[src/rtl/sldd_pkg.sv]
package sldd_pkg;

	// APB address width: eight 32-bit registers at byte offsets 0..28.
	localparam int ADDR_W = 5;

	// Register indexes (paddr[4:2]).
	localparam logic [2:0] RI_MAX_LIN    = 3'd0;
	localparam logic [2:0] RI_MAX_TURN   = 3'd1;
	localparam logic [2:0] RI_LIN_ACC    = 3'd2;
	localparam logic [2:0] RI_ANG_ACC    = 3'd3;
	localparam logic [2:0] RI_RPM_LIMIT  = 3'd4;
	localparam logic [2:0] RI_TRACK      = 3'd5;
	localparam logic [2:0] RI_FRONT_SCL  = 3'd6;
	localparam logic [2:0] RI_REAR_SCL   = 3'd7;

	// Register reset values.
	localparam logic [14:0] RST_MAX_LIN   = 15'd1000;
	localparam logic [14:0] RST_MAX_TURN  = 15'd2000;
	localparam logic [15:0] RST_LIN_ACC   = 16'd500;
	localparam logic [15:0] RST_ANG_ACC   = 16'd1000;
	localparam logic [14:0] RST_RPM_LIMIT = 15'd10000;
	localparam logic [11:0] RST_TRACK     = 12'd515;
	localparam logic [20:0] RST_FRONT_SCL = 21'd672924;
	localparam logic [20:0] RST_REAR_SCL  = 21'd845742;

	// Command watchdog, microseconds, and the saturation point of its counter.
	localparam logic [20:0] COMMAND_TIMEOUT_US = 21'd1000000;
	localparam logic [20:0] TIMER_MAX          = 21'h1FFFFF;

	// floor(y / 15625) == (y * RECIP_15625) >> 44 exactly for y < 2^30.
	// Together with a shift by 6 this divides by one million.
	localparam logic [30:0] RECIP_15625 = 31'd1125899907;
	// floor(z / 125) == (z * RECIP_125) >> 30 exactly for z < 2^23.
	// Together with a shift by 4 this divides by two thousand.
	localparam logic [30:0] RECIP_125   = 31'd8589935;

	typedef struct packed {
		logic [14:0] max_linear_speed;
		logic [14:0] max_turn_rate;
		logic [15:0] linear_accel_limit;
		logic [15:0] angular_accel_limit;
		logic [14:0] rpm_limit;
		logic [11:0] track_width_mm;
		logic [20:0] front_rpm_scale;
		logic [20:0] rear_rpm_scale;
	} sldd_cfg_t;

	// Multiplier operand selects.
	typedef enum logic [2:0] {
		OPA_NONE,
		OPA_LIN_ACC,
		OPA_ANG_ACC,
		OPA_T0,
		OPA_T1,
		OPA_ANG_MAG,
		OPA_L_MAG,
		OPA_R_MAG
	} opa_t;

	typedef enum logic [2:0] {
		OPB_NONE,
		OPB_DT,
		OPB_R15625,
		OPB_R125,
		OPB_TRACK,
		OPB_FRONT,
		OPB_REAR
	} opb_t;

	// What a step does with the product of the previous step (or with state).
	typedef enum logic [3:0] {
		CAP_NONE,
		CAP_TICK,
		CAP_Y0,
		CAP_Y1,
		CAP_SLEW_L,
		CAP_SLEW_A,
		CAP_Z,
		CAP_HALF,
		CAP_LR,
		CAP_FL,
		CAP_FR,
		CAP_RL,
		CAP_RR,
		CAP_CMD
	} cap_t;

	typedef enum logic {
		JMP_NONE,
		JMP_IF_CMD
	} jmp_t;

	localparam int UC_DEPTH = 18;
	localparam int PC_W     = $clog2(UC_DEPTH);
	localparam logic [PC_W-1:0] UA_CMD = PC_W'(17);

	typedef struct packed {
		jmp_t            jmp;
		logic [PC_W-1:0] target;
		opa_t            a;
		opb_t            b;
		cap_t            cap;
		logic            last;
		logic            emit;
	} uword_t;

	// Microprogram. A product issued in step n is registered and consumed in step n+1.
	function automatic uword_t ucode(input logic [PC_W-1:0] pc);
		uword_t w;
		w = '{jmp: JMP_NONE, target: '0, a: OPA_NONE, b: OPB_NONE, cap: CAP_NONE,
			last: 1'b0, emit: 1'b0};
		unique case (pc)
		PC_W'(0): begin w.jmp = JMP_IF_CMD; w.target = UA_CMD; end
		PC_W'(1): begin w.a = OPA_LIN_ACC; w.b = OPB_DT; w.cap = CAP_TICK; end
		PC_W'(2): begin w.a = OPA_ANG_ACC; w.b = OPB_DT; w.cap = CAP_Y0; end
		PC_W'(3): begin w.a = OPA_T0; w.b = OPB_R15625; w.cap = CAP_Y1; end
		PC_W'(4): begin w.a = OPA_T1; w.b = OPB_R15625; w.cap = CAP_SLEW_L; end
		PC_W'(5): begin w.cap = CAP_SLEW_A; end
		PC_W'(6): begin w.a = OPA_ANG_MAG; w.b = OPB_TRACK; end
		PC_W'(7): begin w.cap = CAP_Z; end
		PC_W'(8): begin w.a = OPA_T0; w.b = OPB_R125; end
		PC_W'(9): begin w.cap = CAP_HALF; end
		PC_W'(10): begin w.cap = CAP_LR; end
		PC_W'(11): begin w.a = OPA_L_MAG; w.b = OPB_FRONT; end
		PC_W'(12): begin w.a = OPA_R_MAG; w.b = OPB_FRONT; w.cap = CAP_FL; end
		PC_W'(13): begin w.a = OPA_L_MAG; w.b = OPB_REAR; w.cap = CAP_FR; end
		PC_W'(14): begin w.a = OPA_R_MAG; w.b = OPB_REAR; w.cap = CAP_RL; end
		PC_W'(15): begin w.cap = CAP_RR; end
		PC_W'(16): begin w.last = 1'b1; w.emit = 1'b1; end
		PC_W'(17): begin w.cap = CAP_CMD; w.last = 1'b1; end
		default: begin w.last = 1'b1; end
		endcase
		return w;
	endfunction

endpackage

[src/rtl/sldd_ifs.sv]
interface sldd_item_if;
	logic               valid;
	logic               ready;
	logic               mode;
	logic signed [15:0] linear_cmd;
	logic signed [15:0] angular_cmd;
	logic        [19:0] elapsed_us;

	modport source (output valid, mode, linear_cmd, angular_cmd, elapsed_us, input ready);
	modport sink (input valid, mode, linear_cmd, angular_cmd, elapsed_us, output ready);
endinterface

interface sldd_rpm_if;
	logic               valid;
	logic               ready;
	logic signed [15:0] fl_crpm;
	logic signed [15:0] fr_crpm;
	logic signed [15:0] rl_crpm;
	logic signed [15:0] rr_crpm;

	modport source (output valid, fl_crpm, fr_crpm, rl_crpm, rr_crpm, input ready);
	modport sink (input valid, fl_crpm, fr_crpm, rl_crpm, rr_crpm, output ready);
endinterface

[src/rtl/sldd_regs.sv]
module sldd_regs
	import sldd_pkg::*;
(
	input  logic              clk,
	input  logic              arst_n,
	input  logic              psel,
	input  logic              penable,
	input  logic              pwrite,
	input  logic [ADDR_W-1:0] paddr,
	input  logic [31:0]       pwdata,
	output logic [31:0]       prdata,
	output logic              pready,
	output sldd_cfg_t         cfg
);

	logic [2:0] idx;
	logic       wr_en;

	assign idx    = paddr[ADDR_W-1:2];
	assign wr_en  = psel && penable && pwrite;
	assign pready = 1'b1;

	always_ff @(posedge clk or negedge arst_n) begin
		if (!arst_n) begin
			cfg.max_linear_speed    <= RST_MAX_LIN;
			cfg.max_turn_rate       <= RST_MAX_TURN;
			cfg.linear_accel_limit  <= RST_LIN_ACC;
			cfg.angular_accel_limit <= RST_ANG_ACC;
			cfg.rpm_limit           <= RST_RPM_LIMIT;
			cfg.track_width_mm      <= RST_TRACK;
			cfg.front_rpm_scale     <= RST_FRONT_SCL;
			cfg.rear_rpm_scale      <= RST_REAR_SCL;
		end else if (wr_en) begin
			unique case (idx)
			RI_MAX_LIN:   cfg.max_linear_speed    <= pwdata[14:0];
			RI_MAX_TURN:  cfg.max_turn_rate       <= pwdata[14:0];
			RI_LIN_ACC:   cfg.linear_accel_limit  <= pwdata[15:0];
			RI_ANG_ACC:   cfg.angular_accel_limit <= pwdata[15:0];
			RI_RPM_LIMIT: cfg.rpm_limit           <= pwdata[14:0];
			RI_TRACK:     cfg.track_width_mm      <= pwdata[11:0];
			RI_FRONT_SCL: cfg.front_rpm_scale     <= pwdata[20:0];
			RI_REAR_SCL:  cfg.rear_rpm_scale      <= pwdata[20:0];
			endcase
		end
	end

	always_comb begin
		unique case (idx)
		RI_MAX_LIN:   prdata = 32'(cfg.max_linear_speed);
		RI_MAX_TURN:  prdata = 32'(cfg.max_turn_rate);
		RI_LIN_ACC:   prdata = 32'(cfg.linear_accel_limit);
		RI_ANG_ACC:   prdata = 32'(cfg.angular_accel_limit);
		RI_RPM_LIMIT: prdata = 32'(cfg.rpm_limit);
		RI_TRACK:     prdata = 32'(cfg.track_width_mm);
		RI_FRONT_SCL: prdata = 32'(cfg.front_rpm_scale);
		RI_REAR_SCL:  prdata = 32'(cfg.rear_rpm_scale);
		endcase
	end

endmodule

[src/rtl/slew_limited_diff_drive_rpm.sv]
// A tick beat gives its wheel-speed beat at the end of its program; a command beat
// gives none. The next beat is taken only once the current program has finished.
// A tick runs 17 microprogram steps on one shared 31x31 multiplier; a result still
// waiting for the receiver holds the last step.
// Reset (arst_n low, asynchronous) clears targets, velocities, the command timer and all
// handshake state, and loads the register defaults; there is no clearing pass.
module slew_limited_diff_drive_rpm
	import sldd_pkg::*;
(
	input  logic              clk,
	input  logic              arst_n,
	input  logic              psel,
	input  logic              penable,
	input  logic              pwrite,
	input  logic [ADDR_W-1:0] paddr,
	input  logic [31:0]       pwdata,
	output logic [31:0]       prdata,
	output logic              pready,
	sldd_item_if.sink         item,
	sldd_rpm_if.source        speeds
);

	sldd_cfg_t cfg;

	sldd_regs u_regs (
		.clk     (clk),
		.arst_n  (arst_n),
		.psel    (psel),
		.penable (penable),
		.pwrite  (pwrite),
		.paddr   (paddr),
		.pwdata  (pwdata),
		.prdata  (prdata),
		.pready  (pready),
		.cfg     (cfg)
	);

	// Sequencer state. The block takes one beat at a time: the input is ready whenever the
	// microprogram is not running, even while a finished result still waits in the output
	// register.
	logic            busy_q;
	logic [PC_W-1:0] pc_q;
	uword_t          uw;

	// The accepted beat.
	logic        mode_q;
	logic [15:0] lcmd_q;
	logic [15:0] acmd_q;
	logic [19:0] dt_q;

	// Architectural state, two's complement.
	logic [15:0] tgt_lin_q;
	logic [15:0] tgt_ang_q;
	logic [15:0] cur_lin_q;
	logic [15:0] cur_ang_q;
	logic [20:0] timer_q;

	// Datapath scratch registers.
	logic [29:0] t0_q;
	logic [29:0] t1_q;
	logic [17:0] half_q;
	logic [16:0] l_mag_q;
	logic [16:0] r_mag_q;
	logic        l_neg_q;
	logic        r_neg_q;
	logic [15:0] fl_q;
	logic [15:0] fr_q;
	logic [15:0] rl_q;
	logic [15:0] rr_q;

	// Output register.
	logic        out_valid_q;
	logic [15:0] out_fl_q;
	logic [15:0] out_fr_q;
	logic [15:0] out_rl_q;
	logic [15:0] out_rr_q;

	// The shared multiplier; its product is registered and used by the following step.
	logic [30:0] mul_a;
	logic [30:0] mul_b;
	logic [61:0] prod_q;

	logic stall;
	logic jump;
	logic deliver;

	assign uw      = ucode(pc_q);
	assign stall   = uw.emit && out_valid_q && !speeds.ready;
	assign jump    = (uw.jmp == JMP_IF_CMD) && !mode_q;
	assign deliver = busy_q && uw.emit && !stall;

	assign item.ready = !busy_q;

	assign speeds.valid   = out_valid_q;
	assign speeds.fl_crpm = out_fl_q;
	assign speeds.fr_crpm = out_fr_q;
	assign speeds.rl_crpm = out_rl_q;
	assign speeds.rr_crpm = out_rr_q;

	// Symmetric clamp of a signed command to +-lim.
	function automatic logic [15:0] clamp_cmd(input logic [15:0] x, input logic [14:0] lim);
		logic signed [16:0] xs;
		logic signed [16:0] ls;
		xs = $signed({x[15], x});
		ls = $signed({2'b00, lim});
		if (xs > ls) begin
			return {1'b0, lim};
		end else if (xs < -ls) begin
			return 16'(-ls);
		end
		return x;
	endfunction

	function automatic logic within_lim(input logic [15:0] v, input logic [14:0] lim);
		logic signed [16:0] vs;
		logic signed [16:0] ls;
		vs = $signed({v[15], v});
		ls = $signed({2'b00, lim});
		return (vs <= ls) && (vs >= -ls);
	endfunction

	// Magnitude of the current angular velocity; -32768 becomes 32768.
	logic [15:0] ang_mag;
	assign ang_mag = cur_ang_q[15] ? (~cur_ang_q + 16'd1) : cur_ang_q;

	always_comb begin
		unique case (uw.a)
		OPA_NONE:    mul_a = '0;
		OPA_LIN_ACC: mul_a = 31'(cfg.linear_accel_limit);
		OPA_ANG_ACC: mul_a = 31'(cfg.angular_accel_limit);
		OPA_T0:      mul_a = 31'(t0_q);
		OPA_T1:      mul_a = 31'(t1_q);
		OPA_ANG_MAG: mul_a = 31'(ang_mag);
		OPA_L_MAG:   mul_a = 31'(l_mag_q);
		OPA_R_MAG:   mul_a = 31'(r_mag_q);
		endcase
	end

	always_comb begin
		unique case (uw.b)
		OPB_NONE:   mul_b = '0;
		OPB_DT:     mul_b = 31'(dt_q);
		OPB_R15625: mul_b = RECIP_15625;
		OPB_R125:   mul_b = RECIP_125;
		OPB_TRACK:  mul_b = 31'(cfg.track_width_mm);
		OPB_FRONT:  mul_b = 31'(cfg.front_rpm_scale);
		OPB_REAR:   mul_b = 31'(cfg.rear_rpm_scale);
		default:    mul_b = '0;
		endcase
	end

	// Command timer: accumulate and saturate, then compare with the watchdog limit.
	logic [21:0] timer_sum;
	logic [20:0] timer_next;
	logic        tick_timeout;

	assign timer_sum    = {1'b0, timer_q} + 22'(dt_q);
	assign timer_next   = (timer_sum > 22'(TIMER_MAX)) ? TIMER_MAX : timer_sum[20:0];
	assign tick_timeout = timer_next > COMMAND_TIMEOUT_US;

	// Slew limiter, shared by both velocities. The step is floor(accel*dt/1e6), taken from
	// the reciprocal product. The new value always lies between current and target, so it
	// fits in 16 bits.
	logic [15:0] s_cur;
	logic [15:0] s_tgt;
	logic [16:0] s_step;
	logic [16:0] s_err;
	logic [16:0] s_mag;
	logic [17:0] s_move;
	logic [15:0] s_next;

	assign s_cur  = (uw.cap == CAP_SLEW_A) ? cur_ang_q : cur_lin_q;
	assign s_tgt  = (uw.cap == CAP_SLEW_A) ? tgt_ang_q : tgt_lin_q;
	assign s_step = prod_q[60:44];
	assign s_err  = {s_tgt[15], s_tgt} - {s_cur[15], s_cur};
	assign s_mag  = s_err[16] ? (~s_err + 17'd1) : s_err;
	assign s_move = s_err[16] ? ({{2{s_cur[15]}}, s_cur} - {1'b0, s_step})
		: ({{2{s_cur[15]}}, s_cur} + {1'b0, s_step});
	assign s_next = (s_mag > s_step) ? s_move[15:0] : s_tgt;

	// Half-track speed: sign of w times floor(|w|*track/2000).
	logic [16:0] half_mag;
	assign half_mag = prod_q[46:30];

	// Track speeds.
	logic [17:0] left_spd;
	logic [17:0] right_spd;
	assign left_spd  = {{2{cur_lin_q[15]}}, cur_lin_q} - half_q;
	assign right_spd = {{2{cur_lin_q[15]}}, cur_lin_q} + half_q;

	// Wheel speed: floor(|speed|*scale/65536), clamped, with the track's sign restored.
	// Rounding the magnitude down and then negating truncates toward zero.
	logic [21:0] w_mag;
	logic [14:0] w_clamped;
	logic        w_neg;
	logic [15:0] w_val;

	assign w_mag     = prod_q[37:16];
	assign w_clamped = (w_mag > 22'(cfg.rpm_limit)) ? cfg.rpm_limit : w_mag[14:0];
	assign w_neg     = (uw.cap == CAP_FL || uw.cap == CAP_RL) ? l_neg_q : r_neg_q;
	assign w_val     = w_neg ? (~{1'b0, w_clamped} + 16'd1) : {1'b0, w_clamped};

	// Control and architectural state.
	always_ff @(posedge clk or negedge arst_n) begin
		if (!arst_n) begin
			busy_q      <= 1'b0;
			pc_q        <= '0;
			out_valid_q <= 1'b0;
			tgt_lin_q   <= '0;
			tgt_ang_q   <= '0;
			cur_lin_q   <= '0;
			cur_ang_q   <= '0;
			timer_q     <= '0;
		end else begin
			if (!busy_q) begin
				if (item.valid) begin
					busy_q <= 1'b1;
					pc_q   <= '0;
				end
			end else if (jump) begin
				pc_q <= uw.target;
			end else if (uw.last) begin
				if (!stall) begin
					busy_q <= 1'b0;
				end
			end else begin
				pc_q <= pc_q + PC_W'(1);
			end

			if (deliver) begin
				out_valid_q <= 1'b1;
			end else if (speeds.ready) begin
				out_valid_q <= 1'b0;
			end

			if (busy_q) begin
				unique case (uw.cap)
				CAP_TICK: begin
					timer_q <= timer_next;
					if (tick_timeout) begin
						tgt_lin_q <= '0;
						tgt_ang_q <= '0;
					end
				end
				CAP_CMD: begin
					tgt_lin_q <= clamp_cmd(lcmd_q, cfg.max_linear_speed);
					tgt_ang_q <= clamp_cmd(acmd_q, cfg.max_turn_rate);
					timer_q   <= '0;
				end
				CAP_SLEW_L: cur_lin_q <= s_next;
				CAP_SLEW_A: cur_ang_q <= s_next;
				default: ;
				endcase
			end
		end
	end

	// Payload and scratch registers.
	always_ff @(posedge clk) begin
		prod_q <= {31'b0, mul_a} * {31'b0, mul_b};

		if (item.valid && !busy_q) begin
			mode_q <= item.mode;
			lcmd_q <= item.linear_cmd;
			acmd_q <= item.angular_cmd;
			dt_q   <= item.elapsed_us;
		end

		if (busy_q) begin
			unique case (uw.cap)
			CAP_Y0: t0_q <= prod_q[35:6];
			CAP_Y1: t1_q <= prod_q[35:6];
			CAP_Z:  t0_q <= 30'(prod_q[26:4]);
			CAP_HALF: begin
				half_q <= cur_ang_q[15] ? (~{1'b0, half_mag} + 18'd1) : {1'b0, half_mag};
			end
			CAP_LR: begin
				l_neg_q <= left_spd[17];
				r_neg_q <= right_spd[17];
				l_mag_q <= left_spd[17] ? 17'(~left_spd + 18'd1) : left_spd[16:0];
				r_mag_q <= right_spd[17] ? 17'(~right_spd + 18'd1) : right_spd[16:0];
			end
			CAP_FL: fl_q <= w_val;
			CAP_FR: fr_q <= w_val;
			CAP_RL: rl_q <= w_val;
			CAP_RR: rr_q <= w_val;
			default: ;
			endcase
		end

		if (deliver) begin
			out_fl_q <= fl_q;
			out_fr_q <= fr_q;
			out_rl_q <= rl_q;
			out_rr_q <= rr_q;
		end
	end

	// A result only appears at the end of a tick's program.
	a_valid_from_emit: assert property (@(posedge clk) disable iff (!arst_n)
		$rose(out_valid_q) |-> $past(deliver))
		else $error("result raised without an emit step");

	// The step counter never runs off the end of the microprogram.
	a_pc_range: assert property (@(posedge clk) disable iff (!arst_n)
		busy_q |-> (pc_q < PC_W'(UC_DEPTH)))
		else $error("step counter outside microprogram");

	// A watchdog expiry zeroes both targets before the slew steps read them.
	a_timeout_clears: assert property (@(posedge clk) disable iff (!arst_n)
		(busy_q && uw.cap == CAP_TICK && tick_timeout) |=> (tgt_lin_q == '0 && tgt_ang_q == '0))
		else $error("timeout did not clear targets");

	// A command program never produces a result.
	a_cmd_silent: assert property (@(posedge clk) disable iff (!arst_n)
		(busy_q && !mode_q) |-> !uw.emit)
		else $error("command reached the emit step");

	// A wheel-speed result respects the clamp whenever valid rises.
	a_rpm_clamped: assert property (@(posedge clk) disable iff (!arst_n)
		$rose(out_valid_q) |-> (within_lim(out_fl_q, cfg.rpm_limit)
			&& within_lim(out_fr_q, cfg.rpm_limit) && within_lim(out_rl_q, cfg.rpm_limit)
			&& within_lim(out_rr_q, cfg.rpm_limit)))
		else $error("wheel speed beyond rpm limit");

endmodule

[src/flat_wrapper.sv]
// flat-port wrapper written by rule: the top's interface ports become plain ports
module slew_limited_diff_drive_rpm_flat import sldd_pkg::*;
  (clk, arst_n, psel, penable, pwrite, paddr, pwdata, prdata, pready, item_valid, item_mode, item_linear_cmd, item_angular_cmd, item_elapsed_us, item_ready, speeds_valid, speeds_fl_crpm, speeds_fr_crpm, speeds_rl_crpm, speeds_rr_crpm, speeds_ready);
  sldd_item_if item_i ();
  sldd_rpm_if speeds_i ();
  input  logic clk;
  input  logic arst_n;
  input  logic psel;
  input  logic penable;
  input  logic pwrite;
  input  logic [ADDR_W-1:0] paddr;
  input  logic [31:0] pwdata;
  output logic [31:0] prdata;
  output logic pready;
  input wire logic [$bits(item_i.valid)-1:0] item_valid;
  input wire logic [$bits(item_i.mode)-1:0] item_mode;
  input wire logic [$bits(item_i.linear_cmd)-1:0] item_linear_cmd;
  input wire logic [$bits(item_i.angular_cmd)-1:0] item_angular_cmd;
  input wire logic [$bits(item_i.elapsed_us)-1:0] item_elapsed_us;
  output wire logic [$bits(item_i.ready)-1:0] item_ready;
  output wire logic [$bits(speeds_i.valid)-1:0] speeds_valid;
  output wire logic [$bits(speeds_i.fl_crpm)-1:0] speeds_fl_crpm;
  output wire logic [$bits(speeds_i.fr_crpm)-1:0] speeds_fr_crpm;
  output wire logic [$bits(speeds_i.rl_crpm)-1:0] speeds_rl_crpm;
  output wire logic [$bits(speeds_i.rr_crpm)-1:0] speeds_rr_crpm;
  input wire logic [$bits(speeds_i.ready)-1:0] speeds_ready;
  assign item_i.valid = item_valid;
  assign item_i.mode = item_mode;
  assign item_i.linear_cmd = item_linear_cmd;
  assign item_i.angular_cmd = item_angular_cmd;
  assign item_i.elapsed_us = item_elapsed_us;
  assign item_ready = item_i.ready;
  assign speeds_valid = speeds_i.valid;
  assign speeds_fl_crpm = speeds_i.fl_crpm;
  assign speeds_fr_crpm = speeds_i.fr_crpm;
  assign speeds_rl_crpm = speeds_i.rl_crpm;
  assign speeds_rr_crpm = speeds_i.rr_crpm;
  assign speeds_i.ready = speeds_ready;
  slew_limited_diff_drive_rpm u_core (.clk(clk), .arst_n(arst_n), .psel(psel), .penable(penable), .pwrite(pwrite), .paddr(paddr), .pwdata(pwdata), .prdata(prdata), .pready(pready), .item(item_i), .speeds(speeds_i));
endmodule
[config.mk]
export PLATFORM = sky130hd
export DESIGN_NAME = slew_limited_diff_drive_rpm_flat
export DESIGN_NICKNAME = d
export VERILOG_FILES = /design/src/rtl/sldd_pkg.sv /design/src/rtl/sldd_ifs.sv /design/src/rtl/sldd_regs.sv /design/src/rtl/slew_limited_diff_drive_rpm.sv /design/src/flat_wrapper.sv
export SDC_FILE = /design/constraint.sdc
export NUM_CORES = 2
export LEC_CHECK = 0
export BUFFER_PORTS_ARGS = -buffer_cell sky130_fd_sc_hd__buf_2
export CORE_MARGIN = 5
export CORE_UTILIZATION = 45
export DETAILED_ROUTE_END_ITERATION = 10
export GPL_ROUTABILITY_DRIVEN = 0
export PLACE_DENSITY = 0.57
export SYNTH_ARGS = -nofsm -noshare
export SYNTH_HDL_FRONTEND = slang
export SYNTH_HIERARCHICAL = 1
export SYNTH_SLANG_ARGS = --single-unit
export TNS_END_PERCENT = 30
[constraint.sdc]
create_clock -name clk -period 12 [get_ports clk]
set_clock_uncertainty 0.2 [all_clocks]
set_input_delay 0.6 -clock clk [delete_from_list [all_inputs] [get_ports clk]]
set_output_delay 0.6 -clock clk [all_outputs]
set_load 0.1 [all_outputs]
==> results.cfg <==
[final_layout]
fin_cells = 7950
area_growth_syn_to_layout_pct = 10.3
finish.utilization = 0.498
fin_nets = 7424
stdcell_area_mm2 = 0.0643
drive_above_1_share = 0.121
mostFrequentLayoutCells = 936 x inv_1, 638 x fa_1, 592 x nor2_1
final_common_cell = inv_1

[placed_design]
dp_slack_ns = 0.718
hpwl_um = 142000
placedInstanceArea_mm2 = 0.0615
placement.io_buffers = 170
dp.cells = 7770

[global_routing]
antenna_found_initial = 6
grt_pass1_wl_um = 270000
grt_use_total = 0.259
overflow = 0
first_global_vias = 44500
grt_max_degree = 94

[yosys]
synth.distinct_cells = 104
synth_xor_area_frac = 0.0383
synth_top_area_share = 0.219
syn-instance-count = 5977
synthArstFlopShare = 0.389
syn_area_per_cell_um2 = 9.76
ys_seq_elements = 574
synth_area_leader_cell = fa_1
synth_compound_area_frac = 0.101
synthMuxAreaShare = 0.0606
synth-simple-area-share = 0.119
synth_top_family_by_area = adder cells
synthTopCellsByArea = fa_1 22%, edfxtp_1 15%, ha_1 11%
synth_edf_count = 294
syn_area_mm2 = 0.0583
synth_ff_type = edfxtp_1
synth_warnings = 6
synth_adder_area_share = 0.334
seq_area_frac_synth = 0.268

[routing]
antenna_left = 0
drtIter0Drc = 3013
drc = 0
wl_per_cell_um = 22.2
first_pass_iters = 6
via_per_inst = 5.50
wirelength_um = 177000
vias = 43800

[clock_network]
numCtsBuffers = 67
cts_resized = 0
cts-root-buf = clkbuf_16
clkTransAtPathRegs_ns = 0.06
cts_hold_buf = 56
post_cts_buffers = 0
clock_path_buffers = 3
clkLatencyLatePin_ns = 0.65
h-tree-depth = 3
cts_tree = built
clock_sinks = 574

[timing]
max_slew_margin = 0.214
finalSetupTns_ns = 0
hold_violations = 0
fin_crit_sh = 0.950
drv_slew = 0
fin_ws_ns = 0.601
tightest_slew_ns = 1.18
setup_viol = 0
rsz0062_at_grt = false
fmax_mhz = 87.7
fin_hold_ws_ns = 0.0521
post-route-min-period_ns = 11.40

[setup_path]
path_class = reg2reg
slowest_stage = a221oi_4
cp.required_ns = 12.36
slowest_delay_ns = 0.91
crit_buf_inv = 6
crit_top_cell = fa_1
start_kind = flip-flop
cp_top_family = adder cells
critPathArrivalTime_ns = 11.76
endpoint_kind = flip-flop
critPathMaxFanout = 12

[power_and_ir_drop]
p_clk_frac = 0.124
peakVddDrop_mv = 0.358
p_sw_frac = 0.526
power.switching_mw = 8.73
p_leak_nw = 30.3
p_total_mw = 16.6
p_int_mw = 7.86
power_density_mw_per_mm2 = 258
seqPwrFrac = 0.180
p_comb_frac = 0.696

[floorplanning]
die_w_um = 370
fp-row-count = 132
design.die.area_mm2 = 0.137
start_util = 0.452
die_y_um = 370
ios = 196
core_mm2 = 0.129

[hold_path]
holdCritPathClass = in2reg

[flow_run]
drv_cap = 0

[run_status]
outcome = completed
sequential cells by signal (all words and copies together) (netlist names), 17 cells and up:
name               flops
u_core/t0_q           30
u_core/timer_q        21
u_core/prod_q         57
u_core/l_mag_q        17
u_core/u_regs/cfg    131
u_core/dt_q           20
u_core/t1_q           30
u_core/half_q         18
final timing paths:
check	from	end	slack, ns	cells past startpoint
worst min-delay path	pwdata[16]	u_core/u_regs/cfg[37]	0.05	2
min in group asynchronous	arst_n	u_core/timer_q[0]	0.35	2
worst max-delay path	u_core/pc_q[0]	u_core/prod_q[50]	0.60	33
worst max register to register	u_core/pc_q[0]	u_core/prod_q[50]	0.60	33
worst min register to register	u_core/rl_q[14]	u_core/speeds.rl_crpm[14]	0.22	0
max in group asynchronous	arst_n	u_core/cur_ang_q[13]	8.95	4
synthesized netlist by cell type (30+ instances only):
library cell	number
inv_1	937
fa_1	638
nor2_1	599
nand2_1	570
ha_1	536
edfxtp_1	294
a21oi_1	222
clkbuf_1	202
xnor2_1	190
mux2_2	186
dfrtp_1	170
o21ai_0	164
mux2i_1	116
a21o_1	86
nor3_1	66
xor2_1	65
dfxtp_1	57
dfstp_2	53
nand3_1	53
and2_1	46
o21a_1	45
nand2b_1	37
or3_1	37
nand4_1	35
nor2b_1	31
a211oi_1	30
o22ai_1	30
power groups by stage:
stage	combinational, mW	clock (mW)	sequential (mW)
final	11.6	2.05	2.99
after detailed placement	11.4	0	3.01
after floorplan	7.77	0	3.06
after global placement	11.3	0	3.00
after global routing	12.7	2.19	3.01
after CTS	11.5	2.10	2.98
worst register-to-register path, delay by kind of cell (launching register included):
family	cells	cell delay (ns)
fa+ha+maj	10	4.74
simple gates	12	2.90
compound gates	4	1.90
buf+inv	6	1.02
flops	1	0.45
xor+xnor	1	0.14
layer usage:
metal	wire length (um)	track usage
met2	82700	0.426
met1	76100	0.350
met3	10800	0.0374
met5	28	0
met4	7120	0.0944
cell families (layout without fill, tap and decap cells):
kind of cell	Yosys count	after routing
xor gates and xnor gates	255	255
adders and majority gates	1174	1174
buffers and inverters	1202	1422
AOI/OAI and AO/OA	872	872
other	2	13
DFF	574	574
muxes	320	320
and+or+nand+nor	1578	1578
cell type report:
| class | instances | area (um^2) |
|---|---|---|
| multi-input combinational | 4211 | 38300 |
| timing repair buffer | 360 | 2440 |
| clock inverter | 28 | 273 |
| fill | 12000 | 64800 |
| antenna | 1 | 2.50 |
| clock buffer | 95 | 1920 |
| inverter | 939 | 3520 |
| sequential | 574 | 15600 |
| tap | 1742 | 2180 |
Note: power is estimated with default switching activity, not from simulation.
